[src/rtl/core/ptf_pkg.sv]
// Package: shared types and constants of the prompt track fraction unit.
`default_nettype none
package ptf_pkg;

  // Item codes
  localparam logic OP_JET   = 1'b0;
  localparam logic OP_TRACK = 1'b1;

  // Configuration register indexes
  localparam int unsigned CFG_IDX_W = 2;
  localparam int unsigned CFG_DATA_W = 32;
  localparam logic [CFG_IDX_W-1:0] REG_CONE_RADIUS_SQ = 2'd0;
  localparam logic [CFG_IDX_W-1:0] REG_Z_CUT_ENABLE   = 2'd1;
  localparam logic [CFG_IDX_W-1:0] REG_Z_WINDOW_UM    = 2'd2;
  localparam logic [CFG_IDX_W-1:0] REG_VERTEX_Z_UM    = 2'd3;

  // Register reset values
  localparam logic [31:0] CONE_RADIUS_SQ_RST = 32'd24159191;
  localparam logic        Z_CUT_ENABLE_RST   = 1'b1;
  localparam logic [18:0] Z_WINDOW_UM_RST    = 19'd10000;
  localparam logic [19:0] VERTEX_Z_UM_RST    = 20'd0;

  // Track quality cuts
  localparam logic signed [19:0] D0_MAX      = 20'sd300000;
  localparam logic signed [19:0] DZ_MAX      = 20'sd500000;
  localparam logic [19:0]        PT_MIN      = 20'd1000;
  localparam logic signed [15:0] ETA_MAX     = 16'sd12288;
  localparam logic signed [15:0] ETA_MIN     = -16'sd12288;
  localparam logic [28:0]        D0_CUT_BASE = 29'd463000;
  localparam logic [28:0]        D0_CUT_SLOPE = 29'd195;

  // Shared multiplier and divider
  localparam int unsigned MUL_W    = 21;
  localparam int unsigned PROD_W   = 2 * MUL_W;
  localparam int unsigned SUM_W    = 30;
  localparam int unsigned JPT_W    = 20;
  localparam int unsigned FRAC_W   = 24;
  localparam int unsigned DIV_STEPS = FRAC_W;
  localparam logic [SUM_W-1:0]  PT_SUM_MAX = {SUM_W{1'b1}};
  localparam logic [FRAC_W-1:0] FRAC_MAX   = {FRAC_W{1'b1}};

  typedef struct packed {
    logic               opcode;
    logic signed [15:0] eta;
    logic signed [15:0] phi;
    logic [19:0]        pt;
    logic signed [19:0] d0_um;
    logic signed [19:0] dz_um;
    logic               last;
  } ptf_in_t;

  typedef struct packed {
    logic [23:0] fraction;
    logic [10:0] used_tracks;
  } ptf_out_t;

endpackage
`default_nettype wire

[src/rtl/core/prompt_track_fraction_unit.sv]
// Top level: track cuts, pt accumulation and fraction output of one jet.
`default_nettype none
// A jet beat (opcode jet) loads the jet axis and pt and clears the running sum and
// count. In a track beat one multiplier is shared for the eta distance square, the
// phi distance square and the d0 times pt product, and the cuts and accumulation
// settle in a fourth step. A beat with last set then runs the one-bit-per-cycle
// divider: 24 steps, or none when the fraction saturates (zero or small jet pt).
// The result sits in an output register, so the next beat is taken while it waits;
// a second result waits for that register to drain. Configuration writes take
// effect at once.
module prompt_track_fraction_unit
  import ptf_pkg::*;
#(
  parameter int unsigned MAX_TRACKS = 1024
)
(
  input  wire logic                  clk,
  input  wire logic                  rst,
  input  wire logic                  in_valid,
  output logic                       in_ready,
  input  wire ptf_in_t               in_data,
  output logic                       out_valid,
  input  wire logic                  out_ready,
  output ptf_out_t                   out_data,
  input  wire logic                  cfg_we,
  input  wire logic [CFG_IDX_W-1:0]  cfg_index,
  input  wire logic [CFG_DATA_W-1:0] cfg_data
);

  localparam int unsigned CNT_W = $clog2(MAX_TRACKS + 1);

  typedef enum logic [7:0] {
    ST_IDLE     = 8'b0000_0001,
    ST_MUL_DE   = 8'b0000_0010,
    ST_MUL_DP   = 8'b0000_0100,
    ST_MUL_D0   = 8'b0000_1000,
    ST_CHECK    = 8'b0001_0000,
    ST_DIV_GO   = 8'b0010_0000,
    ST_DIV_WAIT = 8'b0100_0000,
    ST_EMIT     = 8'b1000_0000
  } state_t;

  state_t state, state_next;

  // Configuration
  logic [31:0]        cone_radius_sq;
  logic               z_cut_enable;
  logic [18:0]        z_window_um;
  logic signed [19:0] vertex_z_um;

  // Jet state
  logic signed [15:0] jet_eta;
  logic signed [15:0] jet_phi;
  logic [JPT_W-1:0]   jet_pt;
  logic [SUM_W-1:0]   pt_sum;
  logic [CNT_W-1:0]   track_count;

  ptf_in_t item;
  logic    in_fire;

  logic signed [MUL_W-1:0]  mul_a;
  logic signed [MUL_W-1:0]  mul_b;
  logic signed [PROD_W-1:0] prod;
  logic [33:0]              dist_sq;

  logic signed [16:0] de;
  logic signed [16:0] dp;
  logic [28:0]        d0_rhs;
  logic signed [PROD_W+1:0] d0_lhs;
  logic signed [20:0] dzv;
  logic [20:0]        dz_abs;
  logic               pass_quality;
  logic               pass_cone;
  logic               pass_d0;
  logic               pass_z;
  logic               take_track;
  logic [SUM_W:0]     sum_wide;

  logic               div_start;
  logic               div_done;
  logic [FRAC_W-1:0]  div_quot;
  logic               emit_go;

  assign in_ready  = state == ST_IDLE;
  assign in_fire   = in_valid && in_ready;
  assign div_start = state == ST_DIV_GO;
  assign emit_go   = (state == ST_EMIT) && (!out_valid || out_ready);

  always_ff @(posedge clk) begin
    if (rst) begin
      cone_radius_sq <= CONE_RADIUS_SQ_RST;
      z_cut_enable   <= Z_CUT_ENABLE_RST;
      z_window_um    <= Z_WINDOW_UM_RST;
      vertex_z_um    <= VERTEX_Z_UM_RST;
    end else if (cfg_we) begin
      case (cfg_index)
        REG_CONE_RADIUS_SQ: cone_radius_sq <= cfg_data;
        REG_Z_CUT_ENABLE:   z_cut_enable   <= cfg_data[0];
        REG_Z_WINDOW_UM:    z_window_um    <= cfg_data[18:0];
        REG_VERTEX_Z_UM:    vertex_z_um    <= cfg_data[19:0];
        default: ;
      endcase
    end
  end

  // Operand select for the shared multiplier
  assign de = 17'(item.eta) - 17'(jet_eta);
  assign dp = 17'(item.phi) - 17'(jet_phi);

  always_comb begin
    case (state)
      ST_MUL_DE: begin
        mul_a = MUL_W'(de);
        mul_b = MUL_W'(de);
      end
      ST_MUL_DP: begin
        mul_a = MUL_W'(dp);
        mul_b = MUL_W'(dp);
      end
      default: begin
        mul_a = MUL_W'(item.d0_um);
        mul_b = $signed({1'b0, item.pt});
      end
    endcase
  end

  ptf_mul u_mul (
    .clk (clk),
    .a   (mul_a),
    .b   (mul_b),
    .p   (prod)
  );

  // Accumulate the squared distance from the pipelined products
  always_ff @(posedge clk) begin
    case (state)
      ST_MUL_DP: dist_sq <= {1'b0, prod[32:0]};
      ST_MUL_D0: dist_sq <= dist_sq + {1'b0, prod[32:0]};
      default:   dist_sq <= dist_sq;
    endcase
  end

  // Cuts, evaluated in the check step
  assign pass_quality = (item.d0_um < D0_MAX) && (item.dz_um < DZ_MAX) &&
                        (item.pt > PT_MIN) && (item.eta < ETA_MAX) &&
                        (item.eta > ETA_MIN);
  assign pass_cone    = dist_sq < {2'b00, cone_radius_sq};
  assign d0_rhs       = D0_CUT_BASE + 29'(item.pt) * D0_CUT_SLOPE;
  assign d0_lhs       = {prod, 2'b00};
  assign pass_d0      = d0_lhs < $signed({{(PROD_W - 27){1'b0}}, d0_rhs});
  assign dzv          = 21'(vertex_z_um) - 21'(item.dz_um);
  assign dz_abs       = dzv[20] ? 21'(-dzv) : 21'(dzv);
  assign pass_z       = !z_cut_enable || (dz_abs < {2'b00, z_window_um});
  assign take_track   = pass_quality && pass_cone && pass_d0 && pass_z &&
                        (track_count < CNT_W'(MAX_TRACKS));
  assign sum_wide     = {1'b0, pt_sum} + (SUM_W + 1)'(item.pt);

  always_ff @(posedge clk) begin
    if (in_fire) begin
      item <= in_data;
    end
  end

  always_ff @(posedge clk) begin
    if (rst) begin
      jet_eta     <= '0;
      jet_phi     <= '0;
      jet_pt      <= '0;
      pt_sum      <= '0;
      track_count <= '0;
    end else if (in_fire && in_data.opcode == OP_JET) begin
      jet_eta     <= in_data.eta;
      jet_phi     <= in_data.phi;
      jet_pt      <= in_data.pt;
      pt_sum      <= '0;
      track_count <= '0;
    end else if (state == ST_CHECK && take_track) begin
      pt_sum      <= sum_wide[SUM_W] ? PT_SUM_MAX : sum_wide[SUM_W-1:0];
      track_count <= track_count + CNT_W'(1);
    end
  end

  ptf_div u_div (
    .clk      (clk),
    .rst      (rst),
    .start    (div_start),
    .dividend (pt_sum),
    .divisor  (jet_pt),
    .done     (div_done),
    .quotient (div_quot)
  );

  always_comb begin
    state_next = state;
    case (state)
      ST_IDLE: begin
        if (in_fire) begin
          if (in_data.opcode == OP_TRACK) begin
            state_next = ST_MUL_DE;
          end else if (in_data.last) begin
            state_next = ST_DIV_GO;
          end
        end
      end
      ST_MUL_DE:   state_next = ST_MUL_DP;
      ST_MUL_DP:   state_next = ST_MUL_D0;
      ST_MUL_D0:   state_next = ST_CHECK;
      ST_CHECK:    state_next = item.last ? ST_DIV_GO : ST_IDLE;
      ST_DIV_GO:   state_next = ST_DIV_WAIT;
      ST_DIV_WAIT: state_next = div_done ? ST_EMIT : ST_DIV_WAIT;
      ST_EMIT:     state_next = emit_go ? ST_IDLE : ST_EMIT;
      default:     state_next = ST_IDLE;
    endcase
  end

  always_ff @(posedge clk) begin
    if (rst) begin
      state <= ST_IDLE;
    end else begin
      state <= state_next;
    end
  end

  // Output register: hold the beat until taken
  always_ff @(posedge clk) begin
    if (rst) begin
      out_valid <= 1'b0;
    end else if (emit_go) begin
      out_valid <= 1'b1;
    end else if (out_ready) begin
      out_valid <= 1'b0;
    end
  end

  always_ff @(posedge clk) begin
    if (emit_go) begin
      out_data.fraction    <= div_quot;
      out_data.used_tracks <= 11'(track_count);
    end
  end

  // Checks
  a_count_bound: assert property (@(posedge clk) disable iff (rst)
    track_count <= CNT_W'(MAX_TRACKS))
    else $error("track count above limit");

  a_div_done_when_waiting: assert property (@(posedge clk) disable iff (rst)
    div_done |-> state == ST_DIV_WAIT)
    else $error("divider finished outside its wait state");

  a_jet_clears: assert property (@(posedge clk) disable iff (rst)
    in_fire && in_data.opcode == OP_JET |=> track_count == '0 && pt_sum == '0)
    else $error("jet beat did not clear the sums");

  a_sum_only_in_check: assert property (@(posedge clk) disable iff (rst)
    !in_fire && state != ST_CHECK |=> $stable(pt_sum) && $stable(track_count))
    else $error("running sum changed outside the check step");

  a_emit_has_room: assert property (@(posedge clk) disable iff (rst)
    emit_go |-> !out_valid || out_ready)
    else $error("result written over a waiting beat");

endmodule
`default_nettype wire

[src/rtl/core/ptf_mul.sv]
// Shared signed multiplier with a registered product.
`default_nettype none
module ptf_mul
  import ptf_pkg::*;
(
  input  wire logic                     clk,
  input  wire logic signed [MUL_W-1:0]  a,
  input  wire logic signed [MUL_W-1:0]  b,
  output logic signed [PROD_W-1:0]      p
);

  always_ff @(posedge clk) begin
    p <= a * b;
  end

endmodule
`default_nettype wire

[src/rtl/core/ptf_div.sv]
// Bit-serial restoring divider for the Q8.16 fraction, with saturation.
`default_nettype none
module ptf_div
  import ptf_pkg::*;
(
  input  wire logic              clk,
  input  wire logic              rst,
  input  wire logic              start,
  input  wire logic [SUM_W-1:0]  dividend,
  input  wire logic [JPT_W-1:0]  divisor,
  output logic                   done,
  output logic [FRAC_W-1:0]      quotient
);

  localparam int unsigned CNT_W = $clog2(DIV_STEPS);

  logic              busy;
  logic [CNT_W-1:0]  step;
  logic [JPT_W:0]    rem;
  logic [FRAC_W-1:0] low_bits;
  logic [JPT_W-1:0]  dvs;
  logic [JPT_W:0]    trial;
  logic [JPT_W:0]    diff;
  logic              fits;
  logic              saturate;

  // Quotient exceeds 24 bits iff dividend >= divisor * 2^8; covers a zero divisor too.
  assign saturate = dividend >= {2'b00, divisor, 8'h00};
  assign trial    = {rem[JPT_W-1:0], low_bits[FRAC_W-1]};
  assign diff     = trial - {1'b0, dvs};
  assign fits     = trial >= {1'b0, dvs};

  always_ff @(posedge clk) begin
    if (rst) begin
      busy <= 1'b0;
      done <= 1'b0;
      step <= '0;
    end else begin
      done <= 1'b0;
      if (start) begin
        busy <= !saturate;
        done <= saturate;
        step <= '0;
      end else if (busy) begin
        step <= step + CNT_W'(1);
        if (step == CNT_W'(DIV_STEPS - 1)) begin
          busy <= 1'b0;
          done <= 1'b1;
        end
      end
    end
  end

  always_ff @(posedge clk) begin
    if (start) begin
      dvs      <= divisor;
      // Upper dividend bits are already below the divisor when not saturating.
      rem      <= {1'b0, dividend[JPT_W+7:8]};
      low_bits <= {dividend[7:0], 16'h0000};
      quotient <= saturate ? FRAC_MAX : '0;
    end else if (busy) begin
      rem      <= fits ? diff : trial;
      low_bits <= {low_bits[FRAC_W-2:0], 1'b0};
      quotient <= {quotient[FRAC_W-2:0], fits};
    end
  end

endmodule
`default_nettype wire
[config.mk]
export PLATFORM = sky130hd
export DESIGN_NAME = prompt_track_fraction_unit
export DESIGN_NICKNAME = d
export VERILOG_FILES = /design/src/rtl/core/ptf_pkg.sv /design/src/rtl/core/prompt_track_fraction_unit.sv /design/src/rtl/core/ptf_mul.sv /design/src/rtl/core/ptf_div.sv
export SDC_FILE = /design/constraint.sdc
export NUM_CORES = 2
export LEC_CHECK = 0
export ABC_CLOCK_PERIOD_IN_PS = 13550
export BUFFER_PORTS_ARGS = -buffer_cell sky130_fd_sc_hd__buf_2
export CORE_MARGIN = 5
export CORE_UTILIZATION = 55
export CTS_CLUSTER_SIZE = 28
export DETAILED_ROUTE_END_ITERATION = 16
export GPL_TIMING_DRIVEN = 1
export HOLD_SLACK_MARGIN = 0.05
export PLACE_DENSITY = 0.73
export SYNTH_ARGS = -nofsm -noshare
export SYNTH_HDL_FRONTEND = slang
export SYNTH_SLANG_ARGS = --single-unit
[constraint.sdc]
create_clock -name clk -period 13.55 [get_ports clk]
set_input_delay 1.355 -clock clk [delete_from_list [all_inputs] [get_ports clk]]
set_output_delay 1.355 -clock clk [all_outputs]
set_load 0.02 [all_outputs]
==> summary by stage <==
Global route
Entering global routing, the biggest net connects ~100 pins. Across every metal layer, demand over resource in global routing totals 27.4%. The first global-routing pass estimated roughly 190000 um of wire.

The number of global-route vias before repair is 34700. The total grt overflow is 0. The initial antenna violation count is 2.

Placed design
The half-perimeter wire length of the detailed placement result is 96400 um. The number of I/O port buffers is 169. The congestion estimate from routability-driven global placement came to 0.951.

Worst setup path
The kind of start point of the critical path is a flip-flop. The kind of capture point of the worst setup path is a flip-flop. The number of buffer and inverter instances along the worst setup path is 7.

The critical path data arrival time is roughly 12 ns. In this run the worst path has a maximum fanout of 19. The kind of critical path is reg2reg. The setup slack on the worst flop-to-flop path is 2.30 ns.

The most numerous cell type found on the critical path is fa_1. The standard cell with the maximum stage delay on the critical path is nor2_1. The kind of cell with the highest combined delay on the critical path is adder cells. The largest single stage delay on the critical path is about 0.98 ns. For the worst setup path, the data required time is 14.13 ns.

Detailed routing
Dividing the detail-routed via count by the number of cells gives 5.68. The routed layout has 34800 vias. The average wire per standard cell is between 15 and 20 um. The first TritonRoute pass finished after 8 iterations. The residual DRC count is 0. Summed over all layers, the routed wires come to between 100000 and 150000 um.

In this run, the number of DRC markers left after iteration 0 of detailed routing was approximately 2700. The remaining antenna violation count is 0.

Clocking
The root buffer cell is clkbuf_16. After clock tree synthesis, the flow added hold-fix buffers numbering 0. The number of buffers inserted by post-CTS setup repair is 0. The clock passes through at most 3 buffers. After clock tree synthesis, the repair step resized 0 gates.

The latest clock arrival within the worst-skew pair is 0.63 ns. The number of sinks handled by clock tree synthesis is 457. The CTS H-tree depth is 2. After clock tree synthesis, the clock-pin slew on the worst setup and hold paths is 0.06 ns.

The CTS tree is built. Clock tree synthesis inserted a total of 52 buffers.

Synthesis
In the synthesized netlist, the cells that appear most often are 868 x inv_1, 588 x nand2_1, 483 x fa_1, 432 x ha_1, 365 x nor2_1. The portion of the post-synthesis area used by sequential elements is 25.8%. Averaged over all synthesized cells, the footprint is 9.05 um^2. The most common cell in the synthesized netlist is inv_1.

By area the synthesized netlist is led by fa_1 22%, edfxtp_1 16%, ha_1 12%, dfxtp_1 10%, inv_1 7.3%. The register bit count reported by yosys is ~460. The top cell type by total area after synthesis is fa_1.

Of all flip-flops after synthesis, the portion carrying an async set or reset was 0%. The distinct cell type count after synthesis is 98. In the synthesized netlist, the number of instances is 4913.

The count of warnings emitted by yosys is 0. The number of enable flip-flop cells after synthesis is between 200 and 250. The most used flip-flop cell after synthesis is edfxtp_1. The proportion of netlist area held by the largest area contributor is 21.7%. The synthesized netlist occupies a cell area of 44500 um^2.

STA
In the final timing run, aggregate negative setup slack is 0 ns. Setup violations remaining at the end of the flow were counted as 0. The shortest period the worst path allows is 11.25 ns. The final hold violation count is 0. The top achievable clock speed is 88.9 MHz. Setup repair after global routing left no endpoint under its margin. The worst clock skew is 0.0613 ns. The number of slew-limit violations in the final report is 0. The max-slew headroom at the worst pin is 3.06%.

The measured slew at the worst slew-check pin is about 1.5 ns. The share of the clock period used by the worst path after layout is 83.0%.

Floorplan
The total area inside the core boundary comes to roughly 80000 um^2. For this configuration, the core starts out at a cell density of 55.3%. The die is just under 300 um tall. The die outline area is 86700 um^2. The floorplan has between 100 and 150 rows. The number of top-level pins is 170. The width of the die is slightly below 300 um.

Layout
Summing all multi-input logic gate instances after layout gives 29200 um^2. The final-layout fill cell count is 7069. Summing all flip-flop and latch instances after layout gives 11500 um^2. The layout-stage area growth over the synthesis result is 8.42%.

The post-route netlist has 7.61% of its cells at a drive strength greater than 1. The final layout contains 6074 nets.

Hold path
The class of the worst hold path is reg2reg.

Flow run
The tool flagged a number of max-cap violations equal to 0.

Outcome
The flow ran to the end, and the final reports show no timing, DRC or antenna violations.
-- state kept, by name, summed over array words and instances (netlist names) --
| register | flops |
|---|---|
| vertex_z_um | 20 |
| z_cut_enable | 1 |
| state | 8 |
| u_div.low_bits | 8 |
| cone_radius_sq | 32 |
| u_div.done | 1 |
| u_div.quotient | 24 |
| jet_pt | 20 |
| out_valid | 1 |
| track_count | 11 |
| dist_sq | 34 |
| u_mul.p | 42 |
| u_div.dvs | 20 |
| pt_sum | 30 |
| u_div.busy | 1 |
| u_div.rem | 20 |
| jet_phi | 16 |
| item | 93 |
| out_data | 35 |
| z_window_um | 19 |
| jet_eta | 16 |
| u_div.step | 5 |
-- per-layer routing --
metal / vias to the layer above / track usage, % / wire, um
li1: 16400 / - / -
met1: 16900 / 35.4 / 48100
met2: 1236 / 46.1 / 56900
met3: 268 / 5.79 / 10000
met4: 0 / 9.76 / 5160
met5: - / 0 / 0
-- worst register-to-register path: cells and delay by family (launching register included) --
kind	cells	cell delay (ns)
buffers and inverters	7	0.85
AOI/OAI and AO/OA	15	3.98
adders and majority gates	10	4.38
DFF	1	0.32
and+or+nand+nor	4	1.68
-- metrics by stage --
| stage | setup WS, ns | cells | hold WS (ns) | util [%] | cell area (um^2) |
|---|---|---|---|---|---|
| finish | 2.30 | 6131 | 0.423 | 60.0 | 48200 |
| global route | 1.67 | 6130 | 0.429 | 60.0 | 48200 |
| CTS | 2.45 | 6130 | 0.427 | 60.0 | 48200 |
| detailed placement | 2.61 | 6032 | 0.416 | 57.8 | 46500 |
| global placement | 2.87 | 6032 | 0.400 | 57.8 | 46500 |
| floorplan | 3.69 | 4915 | 0.400 | - | 44500 |
-- cell families (layout without fill, tap and decap cells) --
kind of cell	after synthesis	after routing	synth area share (%)
AO/OA/AOI/OAI	862	862	12.6
multiplexers	23	23	0.529
flip-flops	457	457	25.8
XOR/XNOR	173	173	3.41
buffers and inverters	1027	1182	8.72
other	2	5	0.0169
adder cells (fa/ha/maj)	915	915	33.9
AND/OR/NAND/NOR	1454	1454	15.0
-- worst paths after layout --
kind / endpoint / start / depth (start not counted)
min reg2reg: out_data[34]$_DFFE_PP_ / u_div.quotient[23]$_DFFE_PP_ / 0
max: u_mul.p[38]$_DFF_P_ / item[61]$_DFFE_PP_ / 36
min: out_data[34]$_DFFE_PP_ / u_div.quotient[23]$_DFFE_PP_ / 0
max reg2reg: u_mul.p[38]$_DFF_P_ / item[61]$_DFFE_PP_ / 36
-- cell type report --
| type | count | area share (%) |
|---|---|---|
| clock inverter | 22 | 0.521 |
| inverter | 869 | 6.77 |
| timing repair buffer | 215 | 2.47 |
| sequential | 457 | 23.8 |
| multi-input combinational | 3431 | 60.5 |
| tap | 1060 | 2.75 |
| antenna | 1 | 0.00519 |
| clock buffer | 76 | 3.13 |
-- cell usage in the layout (no fill, tap or decap), drive strengths merged, types with 24 or more instances in the layout --
cell | synthesis | layout
a211o | 32 | 32
a211oi | 41 | 41
a21o | 88 | 88
a21oi | 297 | 297
and2 | 34 | 34
buf | 9 | 215
clkbuf | 149 | 76
dfxtp | 223 | 223
edfxtp | 234 | 234
fa | 483 | 483
ha | 432 | 432
inv | 868 | 872
nand2 | 588 | 588
nand2b | 58 | 58
nand3 | 54 | 54
nand4 | 32 | 32
nor2 | 365 | 365
nor2b | 41 | 41
nor3 | 117 | 117
nor4 | 24 | 24
o21a | 39 | 39
o21ai | 172 | 172
or3 | 27 | 27
xnor2 | 109 | 109
xor2 | 64 | 64
Power is left out: the tool's default activity adds up to more than one toggle a clock period on the data nets, which glitch-free logic cannot reach.
